<file path="src/hw/rtl/apcs_pkg.sv">
// Shared types and constants for the platform collision scan block.
`timescale 1ns / 1ps

package apcs_pkg;

	localparam int MAX_PLATFORMS = 64;
	localparam int POS_W         = 16;
	localparam int SIZE_W        = 15;
	localparam int HIT_IDX_W     = 6;
	// doubled center plus or minus a full size
	localparam int EDGE_W        = POS_W + 3;
	localparam int IN_DATA_W     = 64;
	localparam int OUT_DATA_W    = 80;

	localparam logic OP_ADD      = 1'b0;
	localparam logic OP_QUERY    = 1'b1;
	localparam logic STATUS_OK   = 1'b0;
	localparam logic STATUS_FULL = 1'b1;

	typedef struct packed {
		logic [SIZE_W-1:0]       h;
		logic [SIZE_W-1:0]       w;
		logic signed [POS_W-1:0] y;
		logic signed [POS_W-1:0] x;
	} rect_t;

	typedef struct packed {
		logic overlap;
		logic left;
		logic right;
		logic below;
		logic above;
	} hit_t;

	typedef struct packed {
		rect_t                plat;
		logic                 reported;
		logic                 above;
		logic                 below;
		logic                 right;
		logic                 left;
		logic [HIT_IDX_W-1:0] hit_index;
		logic                 overlap_found;
		logic                 status;
	} res_t;

	typedef enum logic [1:0] {
		ST_IDLE,
		ST_SCAN,
		ST_RESULT
	} state_t;

endpackage

</file>
<file path="src/hw/rtl/apcs_hit.sv">
// Overlap and side contact test of a player rectangle against one platform.
`timescale 1ns / 1ps

module apcs_hit (
	input  apcs_pkg::rect_t player,
	input  apcs_pkg::rect_t plat,
	output apcs_pkg::hit_t  hit
);

	localparam int EW = apcs_pkg::EDGE_W;
	localparam int PW = apcs_pkg::POS_W;
	localparam int SW = apcs_pkg::SIZE_W;

	logic signed [EW-1:0] jx2, jy2, jw, jh;
	logic signed [EW-1:0] px2, py2, pw, ph;
	logic signed [EW-1:0] jl, jr, jb, jt;
	logic signed [EW-1:0] pl, pr, pb, pt;

	// doubled centers against full sizes keep the halving exact
	assign jx2 = {{(EW-PW-1){player.x[PW-1]}}, player.x, 1'b0};
	assign jy2 = {{(EW-PW-1){player.y[PW-1]}}, player.y, 1'b0};
	assign px2 = {{(EW-PW-1){plat.x[PW-1]}}, plat.x, 1'b0};
	assign py2 = {{(EW-PW-1){plat.y[PW-1]}}, plat.y, 1'b0};
	assign jw  = {{(EW-SW){1'b0}}, player.w};
	assign jh  = {{(EW-SW){1'b0}}, player.h};
	assign pw  = {{(EW-SW){1'b0}}, plat.w};
	assign ph  = {{(EW-SW){1'b0}}, plat.h};

	assign jl = jx2 - jw;
	assign jr = jx2 + jw;
	assign jb = jy2 - jh;
	assign jt = jy2 + jh;
	assign pl = px2 - pw;
	assign pr = px2 + pw;
	assign pb = py2 - ph;
	assign pt = py2 + ph;

	always_comb begin
		hit.overlap = (jr > pl) && (jl < pr) && (jt > pb) && (jb < pt);
		hit.left    = (player.x < plat.x) && (jl < pl) && (player.y < plat.y);
		hit.right   = (player.x > plat.x) && (jr > pr);
		hit.below   = (player.y < plat.y) && (jt > pb);
		hit.above   = (player.y > plat.y) && (jb < pt);
	end

endmodule

</file>
<file path="config.mk">
export PLATFORM = sky130hd
export DESIGN_NAME = apcs_hit
export DESIGN_NICKNAME = d
export VERILOG_FILES = /design/src/hw/rtl/apcs_pkg.sv /design/src/hw/rtl/apcs_hit.sv
export SDC_FILE = /design/constraint.sdc
export NUM_CORES = 1
export LEC_CHECK = 0
export ABC_AREA = 1
export BUFFER_PORTS_ARGS = -buffer_cell sky130_fd_sc_hd__buf_2
export CORE_ASPECT_RATIO = 1.75
export CORE_UTILIZATION = 50
export DETAILED_ROUTE_END_ITERATION = 8
export PLACE_DENSITY = 0.74
export SETUP_SLACK_MARGIN = 0.02
export SYNTH_ARGS = -nofsm -noshare
export SYNTH_HDL_FRONTEND = slang
export SYNTH_SLANG_ARGS = --single-unit
</file>
<file path="constraint.sdc">
create_clock -name vclk -period 5.2
set_clock_uncertainty 0.15 [all_clocks]
set_input_delay 1.04 -clock vclk [all_inputs]
set_output_delay 1.04 -clock vclk [all_outputs]
set_load 0.005 [all_outputs]
</file>
==> results of run 1 <==
[Yosys cell counts (2+ instances only)]
| master | instances | area share |
|---|---|---|
| sky130_fd_sc_hd__o2111ai_1 | 3 | 0.0029 |
| sky130_fd_sc_hd__ha_1 | 242 | 0.33 |
| sky130_fd_sc_hd__o22ai_1 | 2 | 0.0014 |
| sky130_fd_sc_hd__buf_4 | 3 | 0.0025 |
| sky130_fd_sc_hd__a21oi_2 | 7 | 0.0068 |
| sky130_fd_sc_hd__a21boi_1 | 2 | 0.0017 |
| sky130_fd_sc_hd__a21boi_2 | 3 | 0.0037 |
| sky130_fd_sc_hd__o21bai_1 | 10 | 0.0083 |
| sky130_fd_sc_hd__o21ai_1 | 17 | 0.0094 |
| sky130_fd_sc_hd__a21o_1 | 2 | 0.0017 |
| sky130_fd_sc_hd__o221ai_1 | 2 | 0.0019 |
| sky130_fd_sc_hd__o21ai_0 | 46 | 0.025 |
| sky130_fd_sc_hd__inv_2 | 13 | 0.0054 |
| sky130_fd_sc_hd__a21oi_4 | 2 | 0.0036 |
| sky130_fd_sc_hd__nor2_1 | 96 | 0.040 |
| sky130_fd_sc_hd__nand2_1 | 276 | 0.11 |
| sky130_fd_sc_hd__inv_1 | 260 | 0.11 |
| sky130_fd_sc_hd__o21a_1 | 3 | 0.0025 |
| sky130_fd_sc_hd__a211oi_1 | 9 | 0.0074 |
| sky130_fd_sc_hd__nand4_1 | 24 | 0.017 |
| sky130_fd_sc_hd__o311ai_0 | 3 | 0.0029 |
| sky130_fd_sc_hd__xnor2_1 | 7 | 0.0068 |
| sky130_fd_sc_hd__clkbuf_2 | 2 | 0.0011 |
| sky130_fd_sc_hd__nor3_1 | 20 | 0.011 |
| sky130_fd_sc_hd__fa_1 | 8 | 0.018 |
| sky130_fd_sc_hd__nand3_2 | 5 | 0.0055 |
| sky130_fd_sc_hd__nand3b_1 | 2 | 0.0017 |
| sky130_fd_sc_hd__o211ai_1 | 2 | 0.0017 |
| sky130_fd_sc_hd__buf_6 | 10 | 0.012 |
| sky130_fd_sc_hd__and3_1 | 2 | 0.0014 |
| sky130_fd_sc_hd__clkbuf_1 | 11 | 0.0046 |
| sky130_fd_sc_hd__a21oi_1 | 137 | 0.076 |
| sky130_fd_sc_hd__nand2_2 | 11 | 0.0076 |
| sky130_fd_sc_hd__nand3_1 | 42 | 0.023 |
| sky130_fd_sc_hd__nor2_2 | 4 | 0.0028 |
| sky130_fd_sc_hd__a31oi_1 | 16 | 0.011 |
| sky130_fd_sc_hd__xor2_1 | 103 | 0.099 |
| sky130_fd_sc_hd__o21ai_2 | 3 | 0.0029 |
| sky130_fd_sc_hd__nor4_1 | 3 | 0.0021 |
| sky130_fd_sc_hd__o31ai_1 | 2 | 0.0017 |
| sky130_fd_sc_hd__nor2_4 | 2 | 0.0025 |
[cells by family (layout without fill, tap and decap cells)]
kind of cell | after synthesis | after routing | share of synthesized area
compound gates | 277 | 277 | 0.1788
buf+inv | 300 | 761 | 0.1341
xor+xnor | 110 | 110 | 0.1062
fa+ha+maj | 250 | 250 | 0.3515
simple gates | 488 | 488 | 0.2293
[per-stage QoR]
| stage | setup TNS, ns | power [W] | hold slack [ns] | util |
|---|---|---|---|---|
| final | -1.650 | 0.002487 | 2.639 | 0.8026 |
| after global routing | -2.777 | 0.002678 | 2.671 | 0.8026 |
| after CTS | -0.3925 | 0.002088 | 2.589 | 0.7462 |
| after detailed placement | -2.000 | 0.001887 | 2.588 | 0.6861 |
| after global placement | -1.584 | 0.001830 | 2.577 | 0.6861 |
| after floorplan | 0 | 0.001124 | 2.279 | - |
[worst min-delay path: stages]
cell	delay, ns
sky130_fd_sc_hd__buf_2	0.13
sky130_fd_sc_hd__ha_1	0.20
sky130_fd_sc_hd__xnor2_1	0.11
sky130_fd_sc_hd__nand3_1	0.09
sky130_fd_sc_hd__a21oi_2	0.05
sky130_fd_sc_hd__buf_2	0.13
[repair_timing]
| action | in CTS | in global routing |
|---|---|---|
| endpoints found under the setup margin | 5 | 5 |
| resized for setup | 191 | 175 |
| setup buffers | 33 | 29 |
| pin swaps | 114 | 143 |
[layer usage]
| metal | vias up | track usage | wire length (um) | part of all wire |
|---|---|---|---|---|
| met5 | - | 0 | 10 | 0.00025 |
| met4 | 2 | 0.3600 | 5537 | 0.14 |
| met3 | 376 | 0.04485 | 2745 | 0.067 |
| met2 | 759 | 0.7109 | 20300 | 0.50 |
| met1 | 5544 | 0.3003 | 12170 | 0.30 |
| li1 | 5586 | - | - | - |
[cell type report]
| class | count | area [sq um] | area share |
|---|---|---|---|
| Multi-Input combinational cell | 1125 | 9275 | 0.6560 |
| Timing Repair Buffer | 488 | 3525 | 0.2493 |
| Tap cell | 231 | 289.0 | 0.02044 |
| Inverter | 273 | 1050 | 0.07425 |
[power groups by stage]
stage                     clock (W)  sequential (W)  combinational [W]
after global placement            0               0            0.00183
after global routing              0               0            0.00268
after CTS                         0               0            0.00209
after detailed placement          0               0            0.00189
final                             0               0            0.00249
after floorplan                   0               0            0.00112
[worst paths after layout]
kind | endpoint | slack (ns) | from | depth (start not counted)
max | hit[4] | -0.69 | plat[51] | 22
min | hit[2] | 2.64 | player[15] | 6
==> summary.md, run 1 <==
| Metric | Value |
|---|---|
| Worst path slowest cell | sky130_fd_sc_hd__o21ai_0 |
| Clock power share | 0 |
| Unrepaired setup endpoints after global routing | true |
| Proportion of layout cells with a drive suffix above 1 | 0.4109 |
| Pin count of the biggest net entering global routing | 9 |
| Antenna diode count | 0 |
| Floorplan row count | 64 |
| Antenna violation net count after detailed routing | 0 |
| Final setup margin | -0.6887 ns |
| Net Count, Synth | 1799 |
| Sequential cell area fraction in the yosys report | 0 |
| Maximum frequency from static timing analysis | 169.8 MHz |
| Biggest fanout along the worst timing path | 5 |
| Max_cap viols | 0 |
| Status | finished, violations left |
| Number of clock buffers in the layout | 0 |
| Boundary pin count | 129 |
| Data arrival time of the critical path | 4.70 ns |
| Count of distinct cell types in the synthesized netlist | 49 |
| Cell count after synthesis | 1425 |
| Detailed-route wire length per cell | 19.25 um |
| Worst Setup Slack post-DPL | -0.5557 ns |
| Final routed wirelength across all metal layers | 40.76 mm |
| Actual transition at the worst max-transition pin | 0.7682 ns |
| Final design area excluding fillers | 0.01414 sq mm |
| GRT Residual Overflow | 0 |
| Die height | 180.2 um |
| Cell occurring most often along the worst timing path | sky130_fd_sc_hd__nand2_1 |
| Area of placed instances | 0.01209 sq mm |
| Cell area after synthesis | 0.009069 sq mm |
| # nets final | 2262 |
| Leading cell types in the layout, fill and taps excluded | sky130_fd_sc_hd__buf_4 (351), sky130_fd_sc_hd__nand2_1 (246), sky130_fd_sc_hd__inv_1 (228) |
| Highest cell delay on the worst timing path | 0.60 ns |
| Sequential group share of total power | 0 |
| Number of sequential cells | 0 |
| Initial core utilization | 0.5148 |
| Number of pins exceeding their max-slew limit in the final report | 0 |
| Switching share of power | 0.5632 |
| Wire length of the first global-routing pass | 54.82 mm |
| Worst vdd rail ir drop | 0.09529 mV |
| List of cells traversed by the critical path | buf_2 -> inv_1 -> ha_4 -> inv_4 -> a21o_1 -> a31oi_4 -> buf_4 -> nor2_1 -> o21ai_0 -> nand2_1 -> xor2_1 -> ha_1 -> a21oi_1 -> o311ai_0 -> nand2_1 -> nand3_2 -> xor2_2 -> nand2_1 -> nor2_2 -> nand2_1 -> a21oi_2 -> buf_2 |
| Initial antenna violation count | 1 |
| DRC violation total after the first TritonRoute iteration | 833 |
| Via-per-instance ratio | 5.795 |
| Area of the die | 0.01870 sq mm |
| LEAKAGE | 7.750 nW |
| Largest delay share family, worst path | compound AO/OA/AOI/OAI gates |
| Path type of the worst min-delay path | in -> out |
| Final Wtd Congestion | 1.043 |
| Violations in the final reports | setup timing |
| Total instance count after detailed placement | 2061 |
| Kind of launch point of the worst setup path | primary input |
| Syn_area_per_cell | 6.364 sq um |
| Number of global-route vias before repair | 12073 |
| Core ar. | 0.01762 sq mm |
| Sw Pwr | 0.001401 W |
| Commonest non-fill, non-tap cell in the layout | sky130_fd_sc_hd__buf_4 |
| Total number of vias | 12267 |
| Total power divided by cell area | 175.9 mW/mm^2 |
| Buf/Inv on CP | 5 |
| Synth warnings | 0 |
| Hold Vio Cnt, Final | 0 |
| Number of setup violations in the final report | 5 |
| Horiz. Die Dim | 103.8 um |
| Fill count | 1088 |
| Internal power | 0.001087 W |
| Period Utilization, post-route | 1.132 |
| HPWL after detailed placement | 27.26 mm |
| Crit end category | primary output |
| Number of design rule violations left after detail routing | 0 |
| Cts-stage hold buffer count | 0 |
| Setup Crit Path Kind | in -> out |
| Area overhead of the layout relative to synthesis | 55.91% |
| Tightest slew margin relative to the limit | 0.4824 |
| Footprint of the flip-flops and latches | 0 sq um |
| Total Routing Usage GR | 0.3627 |
| Relative contribution of combinational cells to total power | 1.000 |
| Data required time at the worst endpoint | 4.01 ns |
| Min cycle time layout | 5.889 ns |
| Number of optimization iterations in the first detailed-route pass | 6 |
| Non-Filler Instances | 2117 |
| Total of buffers placed on input and output ports | 129 |
Power figures use the tool's default switching activity.
==> inputs of run 2 (changes only) <==
--- a/config.mk
+++ b/config.mk
@@ -10,8 +10,9 @@
 export CORE_ASPECT_RATIO = 1.75
 export CORE_UTILIZATION = 50
 export DETAILED_ROUTE_END_ITERATION = 8
-export PLACE_DENSITY = 0.74
+export PLACE_DENSITY = 0.79
 export SETUP_SLACK_MARGIN = 0.02
+export SKIP_LAST_GASP = 1
 export SYNTH_ARGS = -nofsm -noshare
 export SYNTH_HDL_FRONTEND = slang
 export SYNTH_SLANG_ARGS = --single-unit
==> summary.md, run 2 <==
| Metric | Value |
|---|---|
| Floorplan row count | 64 (unchanged) |
| Die height | 180.2 um (unchanged) |
| Synth top area share | 0.3339 (unchanged) |
| Count of distinct cell types in the synthesized netlist | 49 (unchanged) |
| Horiz. Die Dim | 103.8 um (unchanged) |
| Library cell with the highest instance count after synthesis | sky130_fd_sc_hd__nand2_1 |
| Most instantiated cells after synthesis | sky130_fd_sc_hd__nand2_1 (276), sky130_fd_sc_hd__inv_1 (260), sky130_fd_sc_hd__ha_1 (242) |
| Pin count of the biggest net entering global routing | 9 |
| Cell count after synthesis | 1425 (unchanged) |
| HPWL after detailed placement | 29.37 mm (+7.7%) |
| Sequential cell area fraction in the yosys report | 0 (unchanged) |
| GRT Residual Overflow | 12 |
| Total Routing Usage GR | 0.4832 |
| Worst endpoint left by the global-route repair_timing run | hit[4] |
| Ranking of synthesized cells by area | sky130_fd_sc_hd__ha_1 (33%), sky130_fd_sc_hd__nand2_1 (11%), sky130_fd_sc_hd__inv_1 (11%) |
| Stage where the flow stopped | 5_1_grt |
| Run Error | [ERROR GRT-0232] Routing congestion too high. Check the congestion heatmap in the GUI. |
| Syn_area_per_cell | 6.364 sq um (unchanged) |
| Cell area after synthesis | 0.009069 sq mm (unchanged) |
| Cts-stage hold buffer count | 0 (unchanged) |
| Synth warnings | 0 (unchanged) |
| Initial core utilization | 0.5148 (unchanged) |
| Boundary pin count | 129 (unchanged) |
| Worst_ep kind | output port |
| Total of buffers placed on input and output ports | 129 (unchanged) |
| Final Wtd Congestion | 1.030 (-1.3%) |
| Net Count, Synth | 1799 (unchanged) |
| Status | did not finish |
| Area leader, netlist | sky130_fd_sc_hd__ha_1 |
run 2: timing repair:
action,4_1_cts
pin swaps,84
endpoints found under the hold margin,0
setup buffers,23
gates resized for setup,149
setup endpoints to repair,5
run 2: stage by stage:
step	setup WS, ns	hold slack, ns	util	instance area [sq um]	std cells
CTS	-0.2660	2.574	0.7385	13010	2093
detailed placement	-0.5804	2.571	0.6908	12170	2072
global placement	-0.4528	2.568	0.6908	12170	2072
floorplan	0.1288	2.279	-	9069	1425
run 2: layer usage:
| metal | track usage | overflow |
|---|---|---|
| met1 | 0.3812 | 0 |
| met2 | 0.7987 | 6 |
| met3 | 0.2264 | 0 |
| met4 | 0.5771 | 6 |
| met5 | 0.03175 | 0 |
run 2: cell families after synthesis:
logic type | synth area share
buffers and inverters | 0.1341
AND/OR/NAND/NOR | 0.2293
AO/OA/AOI/OAI | 0.1788
adder cells (fa/ha/maj) | 0.3515
XOR/XNOR | 0.1062
==> inputs of run 3 (changes only) <==
--- a/config.mk
+++ b/config.mk
@@ -7,11 +7,9 @@
 export LEC_CHECK = 0
 export ABC_AREA = 1
 export BUFFER_PORTS_ARGS = -buffer_cell sky130_fd_sc_hd__buf_2
-export CORE_ASPECT_RATIO = 1.75
-export CORE_UTILIZATION = 50
+export CORE_UTILIZATION = 35
 export DETAILED_ROUTE_END_ITERATION = 8
-export PLACE_DENSITY = 0.79
-export SETUP_SLACK_MARGIN = 0.02
+export PLACE_DENSITY_LB_ADDON = 0.15
 export SKIP_LAST_GASP = 1
 export SYNTH_ARGS = -nofsm -noshare
 export SYNTH_HDL_FRONTEND = slang
==> constraint.sdc (replaced) <==
create_clock -name vclk -period 6.76
set_clock_uncertainty 0.15 [all_clocks]
set_input_delay 1.352 -clock vclk [all_inputs]
set_output_delay 1.352 -clock vclk [all_outputs]
set_load 0.005 [all_outputs]
==> summary.md, run 3 (synthesis gave the netlist of run 1 again) <==
| Metric | Value |
|---|---|
| Clock power share | 0 |
| Relative contribution of combinational cells to total power | 1.000 |
| LEAKAGE | 5.828 nW |
| Number of cells on the worst hold path | 6 |
| Final setup margin | 0.3840 ns |
| Total Routing Usage GR | 0.1965 |
| Total number of vias | 9076 |
| Maximum frequency from static timing analysis | 156.8 MHz |
| Worst Setup Slack post-DPL | 0.2360 ns (+0.8164 ns) |
| Number of sequential cells | 0 |
| Hold Vio Cnt, Final | 0 |
| Number of design rule violations left after detail routing | 0 |
| Initial core utilization | 0.3581 (-0.1567) |
| Switching share of power | 0.6189 |
| Antenna diode count | 0 |
| Via-per-instance ratio | 4.877 |
| Area overhead of the layout relative to synthesis | 10.14% |
| Tightest slew margin relative to the limit | 0.5571 |
| Period Utilization, post-route | 0.9432 |
| Status | finished, final reports clean |
| Path type of the worst min-delay path | in -> out |
| Number of pins exceeding their max-slew limit in the final report | 0 |
| M2 GR Usage | 0.3849 |
| Min cycle time layout | 6.376 ns |
| Number of clock buffers in the layout | 0 |
| Detailed-route wire length per cell | 14.16 um |
| HPWL after detailed placement | 24.29 mm (-17%) |
| Min-Delay Endpoint | hit[2] |
| Number of global-route vias before repair | 8934 |
| Initial antenna violation count | 0 |
| Die height | 163.0 um (-9.5%) |
| Max_cap viols | 0 |
| Pin count of the biggest net entering global routing | 11 |
| Floorplan row count | 58 (-9.4%) |
| Fin Setup TNS | 0 ns |
| Leading cell types in the layout, fill and taps excluded | sky130_fd_sc_hd__nand2_1 (276), sky130_fd_sc_hd__inv_1 (260), sky130_fd_sc_hd__ha_1 (241) |
| Cell occurring most often along the worst timing path | sky130_fd_sc_hd__nand2_1 |
| Highest cell delay on the worst timing path | 0.40 ns |
| DRC violation total after the first TritonRoute iteration | 408 |
| Proportion of layout cells with a drive suffix above 1 | 0.1248 |
| Horiz. Die Dim | 163.0 um (+57%) |
| Data arrival time of the critical path | 4.87 ns |
| Biggest fanout along the worst timing path | 4 |
| Total power divided by cell area | 119.1 mW/mm^2 |
| Wire length of the first global-routing pass | 41.86 mm |
| Cts-stage hold buffer count | 0 (unchanged) |
| Total of buffers placed on input and output ports | 129 (unchanged) |
| Crit end category | primary output |
| GRT Residual Overflow | 0 |
| Number of optimization iterations in the first detailed-route pass | 6 |
| Antenna violation net count after detailed routing | 0 |
| Commonest non-fill, non-tap cell in the layout | sky130_fd_sc_hd__nand2_1 |
| Sw Pwr | 0.0007364 W |
| GR met1 Demand/Resource | 0.2443 |
| Sequential group share of total power | 0 |
| Unrepaired setup endpoints after global routing | false |
| Min-delay src | player[15] |
| Fill count | 2803 |
| Internal power | 0.0004534 W |
| Actual transition at the worst max-transition pin | 0.6593 ns |
| Final routed wirelength across all metal layers | 26.34 mm |
| Routing usage on met3 | 0.001273 |
| Area of the die | 0.02656 sq mm |
| Boundary pin count | 129 (unchanged) |
| Worst vdd rail ir drop | 0.03940 mV |
| Worst path slowest cell | sky130_fd_sc_hd__fa_1 |
| Footprint of the flip-flops and latches | 0 sq um |
| Kind of launch point of the worst setup path | primary input |
| Core ar. | 0.02533 sq mm |
| Most used routing layer | met2 |
| # nets final | 1907 |
| Data required time at the worst endpoint | 5.26 ns |
| Final Wtd Congestion | 0.9057 (-12%) |
| Number of setup violations in the final report | 0 |
| Setup Crit Path Kind | in -> out |
run 3: power groups by stage:
| stage | clock network [W] | logic [W] | registers (W) |
|---|---|---|---|
| floorplan | 0 | 0.000864 | 0 |
| global placement | 0 | 0.00118 | 0 |
| detailed placement | 0 | 0.00119 | 0 |
| CTS | 0 | 0.00120 | 0 |
| global route | 0 | 0.00137 | 0 |
| finish | 0 | 0.00119 | 0 |
run 3: worst max-delay path by stage:
stage	from	endpoint	slack, ns	cells after the start
floorplan	plat[51]	hit[4]	1.06	24
global placement	plat[49]	hit[4]	0.31	24
detailed placement	plat[16]	hit[4]	0.24	25
CTS	plat[16]	hit[4]	0.23	25
global route	plat[16]	hit[4]	0.03	25
finish	plat[16]	hit[4]	0.38	25
run 3: worst max-delay path: cells and delay by family:
kind / cells / cell delay (ns)
compound gates: 8 / 1.26
buf+inv: 5 / 0.39
simple gates: 7 / 0.62
fa+ha+maj: 3 / 0.83
xor+xnor: 2 / 0.42
run 3: per-stage QoR:
stage / total power [W] / cells / utilization / area, sq um / hold slack, ns
3_3_place_gp: 0.001177 / 1861 / 0.3935 / 9966 / 3.271
5_1_grt: 0.001370 / 1861 / 0.3944 / 9988 / 3.299
4_1_cts: 0.001197 / 1861 / 0.3935 / 9966 / 3.270
3_5_place_dp: 0.001189 / 1861 / 0.3935 / 9966 / 3.264
2_1_floorplan: 0.0008644 / 1425 / - / 9069 / 2.903
6_report: 0.001190 / 1861 / 0.3944 / 9988 / 3.259
run 3: area by class of cell:
class / count / area, sq um / share of cell area
inverters: 273 / 1025 / 0.1026
repair buffers: 133 / 675.6 / 0.06764
well taps: 330 / 412.9 / 0.04134
multi-input cells: 1125 / 7875 / 0.7884
run 3: timing repair:
action	4_1_cts	5_1_grt
setup endpoints to repair	0	2
buffers inserted	0	0
resized for setup	0	5
run 3: layer usage:
| layer | wire length, um | part of all wire |
|---|---|---|
| met5 | 0 | 0 |
| met4 | 293 | 0.011 |
| met3 | 541 | 0.021 |
| met2 | 13360 | 0.51 |
| met1 | 12150 | 0.46 |
